## src/sv/htlp_pkg.sv

```systemverilog
// Shared widths, codes, hash constants and control types of the hash table block.
package htlp_pkg;

  localparam int unsigned CAPACITY_DEF     = 64;
  localparam int unsigned PAYLOAD_BITS_DEF = 32;

  localparam int unsigned MODE_W   = 2;
  localparam int unsigned KEY_W    = 32;
  localparam int unsigned DATA_W   = 32;
  localparam int unsigned STATUS_W = 3;
  localparam int unsigned SLOT_W   = 6;
  localparam int unsigned COUNT_W  = 6;
  localparam int unsigned TOTAL_W  = 7;
  localparam int unsigned MARK_W   = 2;

  localparam logic [KEY_W-1:0] HASH_MUL1 = 32'h7feb352d;
  localparam logic [KEY_W-1:0] HASH_MUL2 = 32'h846ca68b;
  localparam int unsigned      SHIFT_A   = 16;
  localparam int unsigned      SHIFT_B   = 15;

  localparam int unsigned MOD_DIGIT_W = 4;
  localparam int unsigned MOD_STEPS   = KEY_W / MOD_DIGIT_W;
  localparam int unsigned MOD_CNT_W   = $clog2(MOD_STEPS);

  typedef enum logic [MODE_W-1:0] {
    MODE_LOOKUP = 2'd0,
    MODE_INSERT = 2'd1,
    MODE_DELETE = 2'd2
  } mode_e;

  typedef enum logic [STATUS_W-1:0] {
    ST_OK        = 3'd0,
    ST_NOT_FOUND = 3'd1,
    ST_PRESENT   = 3'd2,
    ST_FULL      = 3'd3,
    ST_ZERO_KEY  = 3'd4
  } status_e;

  typedef enum logic [MARK_W-1:0] {
    MARK_EMPTY = 2'd0,
    MARK_LIVE  = 2'd1,
    MARK_TOMB  = 2'd2
  } mark_e;

  typedef struct packed {
    logic load;
    logic hash2;
    logic mix;
    logic mod_step;
    logic seek;
    logic probe;
    logic finish;
    logic clear;
  } cmd_t;

  typedef struct packed {
    logic key_zero;
    logic mod_end;
    logic probe_end;
    logic clear_end;
  } sts_t;

endpackage

```

## src/sv/htlp_ctrl.sv

```systemverilog
// Sequencer of the hash table: clearing pass, hashing, probing and completion.
module htlp_ctrl #(
  parameter int unsigned CAPACITY = htlp_pkg::CAPACITY_DEF
) (
  input  logic          clk_i,
  input  logic          rst_ni,
  input  logic          start_i,
  output logic          busy_o,
  input  htlp_pkg::sts_t sts_i,
  output htlp_pkg::cmd_t cmd_o
);
  import htlp_pkg::*;

  localparam bit IS_POW2 = (CAPACITY & (CAPACITY - 1)) == 0;

  typedef enum logic [7:0] {
    S_CLEAR  = 8'b0000_0001,
    S_IDLE   = 8'b0000_0010,
    S_MUL2   = 8'b0000_0100,
    S_MIX    = 8'b0000_1000,
    S_MOD    = 8'b0001_0000,
    S_SEEK   = 8'b0010_0000,
    S_PROBE  = 8'b0100_0000,
    S_FINISH = 8'b1000_0000
  } state_e;

  state_e state_q, state_d;

  always_ff @(posedge clk_i or negedge rst_ni) begin
    if (!rst_ni) begin
      state_q <= S_CLEAR;
    end else begin
      state_q <= state_d;
    end
  end

  always_comb begin
    state_d = state_q;
    cmd_o   = '0;
    unique case (state_q)
      S_CLEAR: begin
        cmd_o.clear = 1'b1;
        if (sts_i.clear_end) begin
          state_d = S_IDLE;
        end
      end
      S_IDLE: begin
        if (start_i) begin
          cmd_o.load = 1'b1;
          state_d    = sts_i.key_zero ? S_FINISH : S_MUL2;
        end
      end
      S_MUL2: begin
        cmd_o.hash2 = 1'b1;
        state_d     = S_MIX;
      end
      S_MIX: begin
        cmd_o.mix = 1'b1;
        state_d   = IS_POW2 ? S_SEEK : S_MOD;
      end
      S_MOD: begin
        cmd_o.mod_step = 1'b1;
        if (sts_i.mod_end) begin
          state_d = S_SEEK;
        end
      end
      S_SEEK: begin
        cmd_o.seek = 1'b1;
        state_d    = S_PROBE;
      end
      S_PROBE: begin
        cmd_o.probe = 1'b1;
        if (sts_i.probe_end) begin
          state_d = S_FINISH;
        end
      end
      S_FINISH: begin
        cmd_o.finish = 1'b1;
        state_d      = S_IDLE;
      end
      default: begin
        state_d = S_IDLE;
      end
    endcase
  end

  assign busy_o = (state_q != S_IDLE);

`ifndef ASSERT_OFF
  a_cmd_onehot: assert property (@(posedge clk_i) disable iff (!rst_ni)
    $onehot0(cmd_o))
    else $error("more than one datapath command active");

  a_probe_entry: assert property (@(posedge clk_i) disable iff (!rst_ni)
    (state_q == S_PROBE) |-> ($past(state_q) == S_SEEK || $past(state_q) == S_PROBE))
    else $error("probe entered without seeking the home slot");
`endif

endmodule

```

## config.mk

```make
export PLATFORM = sky130hd
export DESIGN_NAME = htlp_ctrl
export DESIGN_NICKNAME = d
export VERILOG_FILES = /design/src/sv/htlp_pkg.sv /design/src/sv/htlp_ctrl.sv
export SDC_FILE = /design/constraint.sdc
export NUM_CORES = 1
export LEC_CHECK = 0
export BUFFER_PORTS_ARGS = -buffer_cell sky130_fd_sc_hd__buf_4
export CAP_MARGIN = 20
export CORE_AREA = 5 5 42 44
export DETAILED_ROUTE_END_ITERATION = 7
export DIE_AREA = 0 0 47 49
export GPL_ROUTABILITY_DRIVEN = 0
export HOLD_SLACK_MARGIN = 0.08
export PLACE_DENSITY_LB_ADDON = 0.05
export RECOVER_POWER = 50
export SKIP_LAST_GASP = 1
export SLEW_MARGIN = 20
export SYNTH_ARGS = -nofsm -noshare
export SYNTH_HDL_FRONTEND = slang
export SYNTH_SLANG_ARGS = --single-unit
```

## constraint.sdc

```tcl
create_clock -name clk_i -period 1.44 [get_ports clk_i]
set_clock_uncertainty 0.1 [all_clocks]
set_input_delay 0.288 -clock clk_i [delete_from_list [all_inputs] [get_ports clk_i]]
set_output_delay 0.288 -clock clk_i [all_outputs]
set_load 0.01 [all_outputs]
```

==> results of run 1 <==
logic make-up after synthesis:
logic type / Yosys count
other: 1
buffers and inverters: 4
XOR/XNOR: 1
AO/OA/AOI/OAI: 6
flip-flops: 7
AND/OR/NAND/NOR: 31
power by group through the flow:
stage | Sequential (W) | Clock, W | Combinational [W]
6_report | 0.000289 | 0.000194 | 0.000692
3_5_place_dp | 0.000281 | 0 | 0.000516
5_1_grt | 0.000296 | 0.000207 | 0.000762
4_1_cts | 0.000275 | 0.000197 | 0.000677
2_1_floorplan | 0.000265 | 0 | 0.000280
3_3_place_gp | 0.000281 | 0 | 0.000512
cells in the mapped netlist:
master,instances
a211oi_2,1
a21oi_1,1
a221o_1,1
and4_1,2
buf_2,1
buf_4,2
conb_1,1
dfrtp_1,6
dfstp_2,1
inv_1,1
nand2_1,5
nand2b_1,1
nand3_1,1
nand3b_1,1
nor2_1,4
nor2_2,1
nor2b_1,3
nor3_1,1
nor3_2,1
nor3_4,1
nor3b_1,7
nor4_1,1
nor4b_1,1
o211a_1,2
o21ai_0,1
or3b_1,1
xor2_1,1
area by class of cell:
type	instances	share of cell area, %
Timing Repair Buffer	35	33.8
Clock buffer	4	3.10
Sequential cell	7	21.4
Multi-Input combinational cell	39	38.8
Inverter	1	0.443
Tap cell	16	2.36
stage by stage:
stage	setup slack, ns	instances
global placement	-0.0545	89
CTS	-0.315	103
global route	-0.386	102
finish	-0.311	102
detailed placement	-0.0696	89
floorplan	0.0150	50
layer usage:
metal	wire length (microns)	global-route usage, %
met4	65	11.1
met5	0	0
met3	40	2.21
met1	581	18.8
met2	689	21.7
what timing repair did:
item	4_1_cts	5_1_grt
pin swaps	10	10
setup buffers	8	2
hold buffers	2	0
hold endpoints to repair	8	0
setup endpoints to repair	9	13
gates resized for setup	6	15
final timing paths:
check,end,slack (ns),cells after the start
worst max-delay path,cmd_o[2],-0.31,4
worst min-delay path,state_q[2],0.08,2
worst max register to register,state_q[1],-0.04,5
worst min register to register,state_q[5],0.53,2
max in group asynchronous,state_q[7],0.55,2
min in group asynchronous,state_q[6],0.36,2
worst reg2reg max path: cells and delay by family, from the launching register on:
kind / cells / cell delay (ns)
AO/OA/AOI/OAI: 2 / 0.22
buffers and inverters: 2 / 0.32
flip-flops: 1 / 0.42
AND/OR/NAND/NOR: 1 / 0.31
==> results.txt, run 1 <==
----------------------------------------------------
[CTS]
  Root buf cell ... clkbuf_4
  Clock sink count ... 7
  Post-CTS clock slew at the launch and capture registers of the worst setup and hold paths ... 0.05 ns
  Clock buffers created by TritonCTS ... 3
  Insertion delay of the later-clocked pin in the worst-skew pair ... 0.27 ns
  CTS tree ... built
  Longest Clk Path Bufs ... 2
  Total number of H-tree levels ... 1

[Power]
  Switching power ... 0.000428 W
  Cell internal power dissipation ... 0.000747 W
  Part of the total power dissipated in combinational logic ... 58.9%
  Total power per unit cell area ... 1390 nW/um^2
  Maximum VDD drop ... 0.783 mV
  Leakage power ... 0.420 nW
  Clock group share of total power ... 16.5%
  Overall power after layout ... 0.00118 W
  Switching share of power ... 36.4%
  Portion of total power attributed to sequential cells ... 24.6%

[Setup path]
  Type of the worst setup path ... register to primary output
  Arr. time, crit path ... 1.36 ns
  Largest fanout on the critical path ... 4
  Data required time of the worst path ... 1.05 ns
  Ordered list of cells on the worst path ... nor3_4, nand2_2, nor3b_2, buf_4
  Kind of cell adding the most delay to the critical path ... simple AND/OR/NAND/NOR gates
  Launching instance or port of the critical path ... state_q[2]
  Largest incremental delay on the critical path ... 0.44 ns
  Master of the slowest instance on the critical path ... dfrtp_2
  Worst path bufs/invs ... 1
  CP Capture Type ... primary output
  Category of the worst setup path launch point ... register
  Worst reg2reg startpoint ... state_q[5]

[Yosys]
  Post-Syn Instances ... 50
  Cell area after technology mapping ... 468 sq um
  Area share of the leading cell type in the synthesized netlist ... 32.1%
  Compound-cell area share of the yosys netlist ... 11.2%
  Xor/xnor cell area share of the yosys netlist ... 1.87%
  Count of different cell masters after synthesis ... 27
  Dominant combinational cell family by area after synthesis ... simple AND/OR/NAND/NOR gates
  Fraction of synthesized area in multiplexers ... 0%
  Cell types occupying the most area after synthesis ... dfrtp_1 (32%), nor3b_1 (11%), dfstp_2 (5.6%), o211a_1 (4.3%), nand2_1 (4.0%)
  Post-synthesis cell type with the largest combined area ... dfrtp_1
  Mean Syn Cell Area ... 9.36 sq um
  Number of synthesized register bits ... 7
  Warning count from the yosys run ... 0
  Syn_nets ... 57
  Area share of and/or/nand/nor cells after synthesis ... 43.3%
  Share of synthesized cell area in full adder, half adder and majority cells ... 0%
  Sequential fraction of the synthesis area ... 37.7%

[Finish]
  Fraction of final layout cells sized beyond drive strength 1 ... 62.8%
  N_diodes ... 0
  Register bank with the most flops ... state_q
  Layout overhead on the synthesized area ... 81.0%
  Largest registers ... state_q x7
  Share of the core filled with cells ... 60.4%
  Commonest cells after routing, fill and taps aside ... buf_4 (26), buf_6 (6), nor3b_2 (5), dfrtp_2 (4)
  Max FFs per register ... 7
  Filler Cells Inserted ... 132
  Final net count ... 94
  Most common library cell in the layout ignoring fill and taps ... buf_4
  Layout Cell Area excl Fill ... 847 sq um
  Total area of sequential cells ... 181 sq um
  Area of combinational cells with multiple inputs ... 329 sq um

[Floorplan]
  I/O pin total ... 16
  Die Footprint ... 2300 sq um
  Area of the core region ... 1400 sq um
  Die W ... 47 microns
  Height of the chip ... 49 microns
  Number of placement rows ... 14
  Initial standard-cell utilization of the core ... 33.4%

[Global routing]
  Largest net degree at the start of global routing ... 10
  Congestion Overflow GR ... 0
  Total global routing track utilization ... 14.9%
  Global-route wire length before repair ... 2370 microns
  Number of antenna violations at the first check in global routing ... 0
  Via count of the first global-routing pass ... 523

[Outcome]
  Status ... complete, but fails checks
  Failing checks ... negative setup slack

[Timing]
  Final number of max-transition violations ... 0
  Final worst setup slack ... -0.311 ns
  Final setup violation count ... 9
  Minimum period implied by the final worst setup slack ... 1.75 ns
  RSZ-0062 raised after global routing ... yes
  Number of hold violations in the final report ... 0
  Worst hold slack ... 0.0849 ns
  Portion of the clock cycle consumed by the worst path in the final layout ... 122%
  Setup TNS ... -2.06 ns
  Achievable Freq ... 0.571 GHz

[Detailed routing]
  DR WL/cell ... 13.5 microns
  DRC violations left ... 0
  Routed Antenna Nets ... 0
  Vias per cell ... 4.96
  Count of TritonRoute iterations in the first routing pass ... 2
  Vias ... 506
  Post-Route WL ... 1380 microns
  DRT iter0 DRCs ... 7

[Hold path]
  Path type of the worst min-delay path ... input pin to register
  Hold path startpoint ... sts_i[3]

[Placed design]
  Buffers on Ports ... 13
  Post-DP HPWL ... 932 microns
  Post-placement cell area ... 678 sq um

[Flow run]
  Max-cap viol count ... 0

----------------------------------------------------
Power figures use the tool's default switching activity.
==> run 2, diff against run 1 <==
--- a/config.mk
+++ b/config.mk
@@ -6,7 +6,6 @@
 export NUM_CORES = 1
 export LEC_CHECK = 0
 export BUFFER_PORTS_ARGS = -buffer_cell sky130_fd_sc_hd__buf_4
-export CAP_MARGIN = 20
 export CORE_AREA = 5 5 42 44
 export DETAILED_ROUTE_END_ITERATION = 7
 export DIE_AREA = 0 0 47 49
==> constraint.sdc (replaced) <==
create_clock -name clk_i -period 1.76 [get_ports clk_i]
set_clock_uncertainty 0.1 [all_clocks]
set_input_delay 0.352 -clock clk_i [delete_from_list [all_inputs] [get_ports clk_i]]
set_output_delay 0.352 -clock clk_i [all_outputs]
set_load 0.01 [all_outputs]
==> run 2 against run 1 <==
  * The flow still finishes with violations (negative setup slack)
  * First-iteration DRC count down 86%
  * Core utilization down 8.1 points
  * Combinational power down 29%
  * Sequential cell count unchanged
  * Via count down 8.1%
  * Wire length down 13%
  * Critical path depth up 1
  * Final area down 13%
  * Sequential share of layout area up 2.8 points
  * Clock-buffer cell count unchanged
  * Largest power group unchanged
==> results.txt, run 2 (same netlist as run 1, synthesis figures left out) <==
----------------------------------------------------
[Outcome]
  Status ... complete, but fails checks (unchanged)
  Failing checks ... negative setup slack (unchanged)

[Timing]
  Number of hold violations in the final report ... 0 (unchanged)
  Portion of the clock cycle consumed by the worst path in the final layout ... 101%
  RSZ-0062 raised after global routing ... yes (unchanged)
  Minimum period implied by the final worst setup slack ... 1.78 ns
  Final worst setup slack ... -0.0229 ns (was -0.311 ns)
  Achievable Freq ... 0.561 GHz
  Final setup violation count ... 2 (was 9)
  Final number of max-transition violations ... 0 (unchanged)

[Floorplan]
  Area of the core region ... 1400 sq um (unchanged)
  Number of placement rows ... 14 (unchanged)
  I/O pin total ... 16 (unchanged)
  Die W ... 47 microns (unchanged)
  Height of the chip ... 49 microns (unchanged)
  Initial standard-cell utilization of the core ... 33.4% (unchanged)
  Die Footprint ... 2300 sq um (unchanged)

[CTS]
  CTS tree ... built (unchanged)
  Insertion delay of the later-clocked pin in the worst-skew pair ... 0.26 ns (was 0.27 ns)
  Clock sink count ... 7 (unchanged)
  Root buf cell ... clkbuf_4 (unchanged)
  Post-CTS clock slew at the launch and capture registers of the worst setup and hold paths ... 0.06 ns (was 0.05 ns)
  Longest Clk Path Bufs ... 2 (unchanged)
  Total number of H-tree levels ... 1 (unchanged)
  Clock buffers created by TritonCTS ... 3 (unchanged)

[Detailed routing]
  Vias ... 465 (was 506)
  Routed Antenna Nets ... 0 (unchanged)
  DR WL/cell ... 13.0 microns (was 13.5 microns)
  DRC violations left ... 0 (unchanged)
  Count of TritonRoute iterations in the first routing pass ... 3 (was 2)
  Post-Route WL ... 1200 microns (was 1380 microns)
  Vias per cell ... 5.05 (was 4.96)
  DRT iter0 DRCs ... 1 (was 7)

[Hold path]
  Path type of the worst min-delay path ... input pin to register (unchanged)

[Finish]
  Area of combinational cells with multiple inputs ... 312 sq um (was 329 sq um)
  Total area of sequential cells ... 178 sq um (was 181 sq um)
  Filler Cells Inserted ... 149 (was 132)
  Fraction of final layout cells sized beyond drive strength 1 ... 52.6% (was 62.8%)
  Final net count ... 84 (was 94)
  Largest registers ... state_q x7 (unchanged)
  Share of the core filled with cells ... 52.3% (was 60.4%)
  Commonest cells after routing, fill and taps aside ... buf_4 (21), dfrtp_1 (5), nand2_1 (4), nor3b_1 (4) (was buf_4 (26), buf_6 (6), nor3b_2 (5), dfrtp_2 (4))
  Register bank with the most flops ... state_q (unchanged)
  Layout Cell Area excl Fill ... 733 sq um (was 847 sq um)
  Most common library cell in the layout ignoring fill and taps ... buf_4 (unchanged)
  Layout overhead on the synthesized area ... 56.7% (was 81.0%)
  Max FFs per register ... 7 (unchanged)
  N_diodes ... 0 (unchanged)

[Power]
  Leakage power ... 0.365 nW (was 0.420 nW)
  Maximum VDD drop ... 0.773 mV (was 0.783 mV)
  Total power per unit cell area ... 1190 nW/um^2 (was 1390 nW/um^2)

[Placed design]
  Post-DP HPWL ... 798 microns (was 932 microns)
  Post-placement cell area ... 603 sq um (was 678 sq um)
  Buffers on Ports ... 13 (unchanged)

[Setup path]
  Type of the worst setup path ... register to primary output (unchanged)
  Largest fanout on the critical path ... 3 (was 4)
  Arr. time, crit path ... 1.33 ns (was 1.36 ns)
  CP Capture Type ... primary output (unchanged)
  Category of the worst setup path launch point ... register (unchanged)
  Data required time of the worst path ... 1.31 ns (was 1.05 ns)

[Flow run]
  Max-cap viol count ... 0 (unchanged)

[Global routing]
  Number of antenna violations at the first check in global routing ... 0 (unchanged)
  Congestion Overflow GR ... 0 (unchanged)
  Global-route wire length before repair ... 1990 microns (was 2370 microns)
  Largest net degree at the start of global routing ... 10 (unchanged)
  Total global routing track utilization ... 12.1% (was 14.9%)
  Via count of the first global-routing pass ... 493 (was 523)

----------------------------------------------------
-- run 2: critical path: stages (launching register included) --
cell     delay (ns)
dfrtp_1        0.41
nor3_4         0.23
buf_4          0.15
nand2_1        0.06
nor2_1         0.10
buf_4          0.12
-- run 2: cell type report --
cell class              instances  share of cell area [%]
inverters                       1                   0.512
repair buffers                 25                    26.5
multi-input cells              39                    42.5
clock buffers                   4                    3.58
well taps                      16                    2.73
flip-flops and latches          7                    24.2
-- run 2: where the power goes --
part | internal, W | total, W | switching, W
clock | 0.0000868 | 0.000152 | 0.0000647
combinational | 0.000270 | 0.000492 | 0.000222
sequential | 0.000190 | 0.000226 | 0.0000359
-- run 2: routing by layer --
| layer | wire [microns] | vias up | part of all wire (%) | global-route usage [%] |
|---|---|---|---|---|
| li1 | - | 230 | - | - |
| met1 | 465 | 220 | 39 | 12.8 |
| met2 | 636 | 11 | 53 | 18.8 |
| met3 | 78 | 4 | 6.5 | 6.64 |
| met4 | 18 | 0 | 1.5 | 5.99 |
| met5 | 0 | - | 0 | 0 |
-- run 2: stage by stage --
step | hold slack [ns] | instances | setup WS (ns) | total power, W | TNS [ns]
2_1_floorplan | -0.0436 | 50 | 0.201 | 0.000437 | 0
3_3_place_gp | 0.0733 | 81 | 0.145 | 0.000566 | 0
3_5_place_dp | 0.0721 | 81 | 0.161 | 0.000562 | 0
4_1_cts | 0.122 | 90 | -0.0281 | 0.000834 | -0.0654
5_1_grt | 0.128 | 92 | -0.118 | 0.000929 | -0.438
6_report | 0.128 | 92 | -0.0229 | 0.000870 | -0.0449
-- run 2: worst paths after layout --
path | from | to | slack (ns) | depth (start not counted)
worst min-delay path | sts_i[0] | state_q[0] | 0.13 | 2
worst min register to register | state_q[0] | state_q[0] | 0.45 | 2
worst max-delay path | state_q[3] | cmd_o[0] | -0.02 | 5
worst max register to register | state_q[5] | state_q[1] | 0.26 | 4
min in group asynchronous | rst_ni | state_q[3] | 0.42 | 2
max in group asynchronous | rst_ni | state_q[0] | 0.81 | 2
-- run 2: repair_timing --
action                     CTS  global route
setup endpoints to repair    6             8
resized for setup           13             2
hold buffers                 1             0
hold endpoints to repair     7             0
pin swaps                    5             2
setup buffers                4             2
==> run 3, diff against run 2 <==
--- a/config.mk
+++ b/config.mk
@@ -13,8 +13,10 @@
 export HOLD_SLACK_MARGIN = 0.08
 export PLACE_DENSITY_LB_ADDON = 0.05
 export RECOVER_POWER = 50
+export SKIP_CTS_REPAIR_TIMING = 1
 export SKIP_LAST_GASP = 1
 export SLEW_MARGIN = 20
 export SYNTH_ARGS = -nofsm -noshare
 export SYNTH_HDL_FRONTEND = slang
 export SYNTH_SLANG_ARGS = --single-unit
+export TNS_END_PERCENT = 10
==> run 3 against run 2 <==
  * The run still ends with negative setup slack left
  * Register-to-register slack about the same
  * Combinational power shrank 20%
  * Via count shrank 4.7%
  * Sequential share of layout area rose by 1.7 points
  * Worst setup slack got worse by 0.019 ns
  * Cell count is 5.4% lower
  * Maximum frequency shrank 1.1%
  * Critical endpoint is now cmd_o[7]
  * Largest cell class unchanged
==> results.txt, run 3 (same netlist as run 1, synthesis figures left out) <==
----------------------------------------------------
[Outcome]
  Status ... complete, but fails checks (unchanged)
  Failing checks ... negative setup slack (unchanged)

[Detailed routing]
  DRC violations left ... 0 (unchanged)
  DRT iter0 DRCs ... 2 (was 1)
  DR WL/cell ... 12.6 microns (was 13.0 microns)
  Post-Route WL ... 1100 microns (was 1200 microns)
  Vias ... 443 (was 465)
  Count of TritonRoute iterations in the first routing pass ... 2 (was 3)
  Vias per cell ... 5.09 (was 5.05)
  Routed Antenna Nets ... 0 (unchanged)

[Timing]
  Final worst setup slack ... -0.0423 ns (was -0.0229 ns)
  Number of hold violations in the final report ... 0 (unchanged)
  Final number of max-transition violations ... 0 (unchanged)
  Worst hold slack ... 0.132 ns (was 0.128 ns)
  RSZ-0062 raised after global routing ... yes (unchanged)
  Achievable Freq ... 0.555 GHz (was 0.561 GHz)
  Final setup violation count ... 4 (was 2)
  Portion of the clock cycle consumed by the worst path in the final layout ... 102% (was 101%)
  Minimum period implied by the final worst setup slack ... 1.80 ns (was 1.78 ns)

[Setup path]
  Largest fanout on the critical path ... 5 (was 3)
  Worst path bufs/invs ... 2 (unchanged)
  CP Capture Type ... primary output (unchanged)
  Largest incremental delay on the critical path ... 0.38 ns (was 0.41 ns)
  Master of the slowest instance on the critical path ... dfrtp_1 (unchanged)
  Type of the worst setup path ... register to primary output (unchanged)
  Launching instance or port of the critical path ... state_q[1] (was state_q[3])
  Kind of cell adding the most delay to the critical path ... simple AND/OR/NAND/NOR gates (was flip-flops)
  Ordered list of cells on the worst path ... buf_4, nor2b_1, and4_4, buf_4 (was nor3_4, buf_4, nand2_1, nor2_1, buf_4)
  Category of the worst setup path launch point ... register (unchanged)
  Cell with the most instances on the worst path ... buf_4 (unchanged)
  Worst reg2reg startpoint ... state_q[5] (unchanged)
  Arr. time, crit path ... 1.35 ns (was 1.33 ns)
  Data required time of the worst path ... 1.31 ns (about the same)

[Finish]
  Max FFs per register ... 7 (unchanged)
  Layout Cell Area excl Fill ... 679 sq um (was 733 sq um)
  Most common library cell in the layout ignoring fill and taps ... buf_4 (unchanged)
  Final net count ... 79 (was 84)
  Commonest cells after routing, fill and taps aside ... buf_4 (18), dfrtp_1 (6), nor3b_1 (4) (was buf_4 (21), dfrtp_1 (5), nand2_1 (4), nor3b_1 (4))
  Filler Cells Inserted ... 154 (was 149)
  Fraction of final layout cells sized beyond drive strength 1 ... 46.5% (was 52.6%)
  N_diodes ... 0 (unchanged)
  Register bank with the most flops ... state_q (unchanged)
  Largest registers ... state_q x7 (unchanged)
  Layout overhead on the synthesized area ... 45.2% (was 56.7%)

[Global routing]
  Via count of the first global-routing pass ... 447 (was 493)
  Total global routing track utilization ... 11.4% (was 12.1%)
  Global-route wire length before repair ... 1880 microns (was 1990 microns)
  Number of antenna violations at the first check in global routing ... 0 (unchanged)
  Congestion Overflow GR ... 0 (unchanged)
  Largest net degree at the start of global routing ... 10 (unchanged)

[CTS]
  Total number of H-tree levels ... 1 (unchanged)
  Longest Clk Path Bufs ... 2 (unchanged)
  Post-CTS clock slew at the launch and capture registers of the worst setup and hold paths ... 0.05 ns (was 0.06 ns)
  Root buf cell ... clkbuf_4 (unchanged)
  CTS tree ... built (unchanged)
  Insertion delay of the later-clocked pin in the worst-skew pair ... 0.26 ns (about the same)
  Clock buffers created by TritonCTS ... 3 (unchanged)
  Clock sink count ... 7 (unchanged)

[Power]
  Total power per unit cell area ... 1130 nW/um^2 (was 1190 nW/um^2)
  Leakage power ... 0.332 nW (was 0.365 nW)
  Maximum VDD drop ... 0.639 mV (was 0.773 mV)

[Floorplan]
  Die Footprint ... 2300 sq um (unchanged)
  Die W ... 47 microns (unchanged)
  Number of placement rows ... 14 (unchanged)
  Initial standard-cell utilization of the core ... 33.4% (unchanged)
  Area of the core region ... 1400 sq um (unchanged)
  I/O pin total ... 16 (unchanged)
  Height of the chip ... 49 microns (unchanged)

[Placed design]
  Post-placement cell area ... 603 sq um (unchanged)
  Post-DP HPWL ... 798 microns (unchanged)
  Buffers on Ports ... 13 (unchanged)

[Hold path]
  Path type of the worst min-delay path ... input pin to register (unchanged)
  Hold path startpoint ... sts_i[0] (unchanged)

[Flow run]
  Max-cap viol count ... 0 (unchanged)

----------------------------------------------------
run 3: final timing paths:
path / to / slack (ns) / cells past startpoint
worst max-delay path: cmd_o[7] / -0.04 / 4
worst min-delay path: state_q[0] / 0.13 / 2
worst max register to register: state_q[1] / 0.25 / 4
worst min register to register: state_q[0] / 0.43 / 2
max in group asynchronous: state_q[0] / 0.81 / 2
min in group asynchronous: state_q[3] / 0.42 / 2
run 3: routing by layer:
layer	global-route usage, %	routed length, microns
met2	16.5	535
met5	0	0
met4	4.61	22
met1	13.7	470
met3	6.27	66
run 3: power by group:
part           internal (W)  leakage [nW]  switching (W)
logic              0.000197         0.228       0.000199
registers          0.000188        0.0895      0.0000348
clock network     0.0000868        0.0150      0.0000642
run 3: final cells by class:
cell class	instances	area, sq um	area share, %
Clock buffer	4	26.3	3.87
Multi-Input combinational cell	39	304	44.8
Inverter	1	3.75	0.552
Tap cell	16	20.0	2.95
Timing Repair Buffer	20	149	21.9
Sequential cell	7	176	26.0
run 3: metrics by stage:
stage	utilization, %	power [W]	worst slack [ns]	cells	TNS, ns
CTS	44.9	0.000722	-0.124	85	-0.518
global placement	43.0	0.000566	0.145	81	0
detailed placement	43.0	0.000562	0.161	81	0
floorplan	-	0.000437	0.201	50	0
finish	48.5	0.000770	-0.0423	87	-0.0761
global route	48.5	0.000825	-0.106	87	-0.529
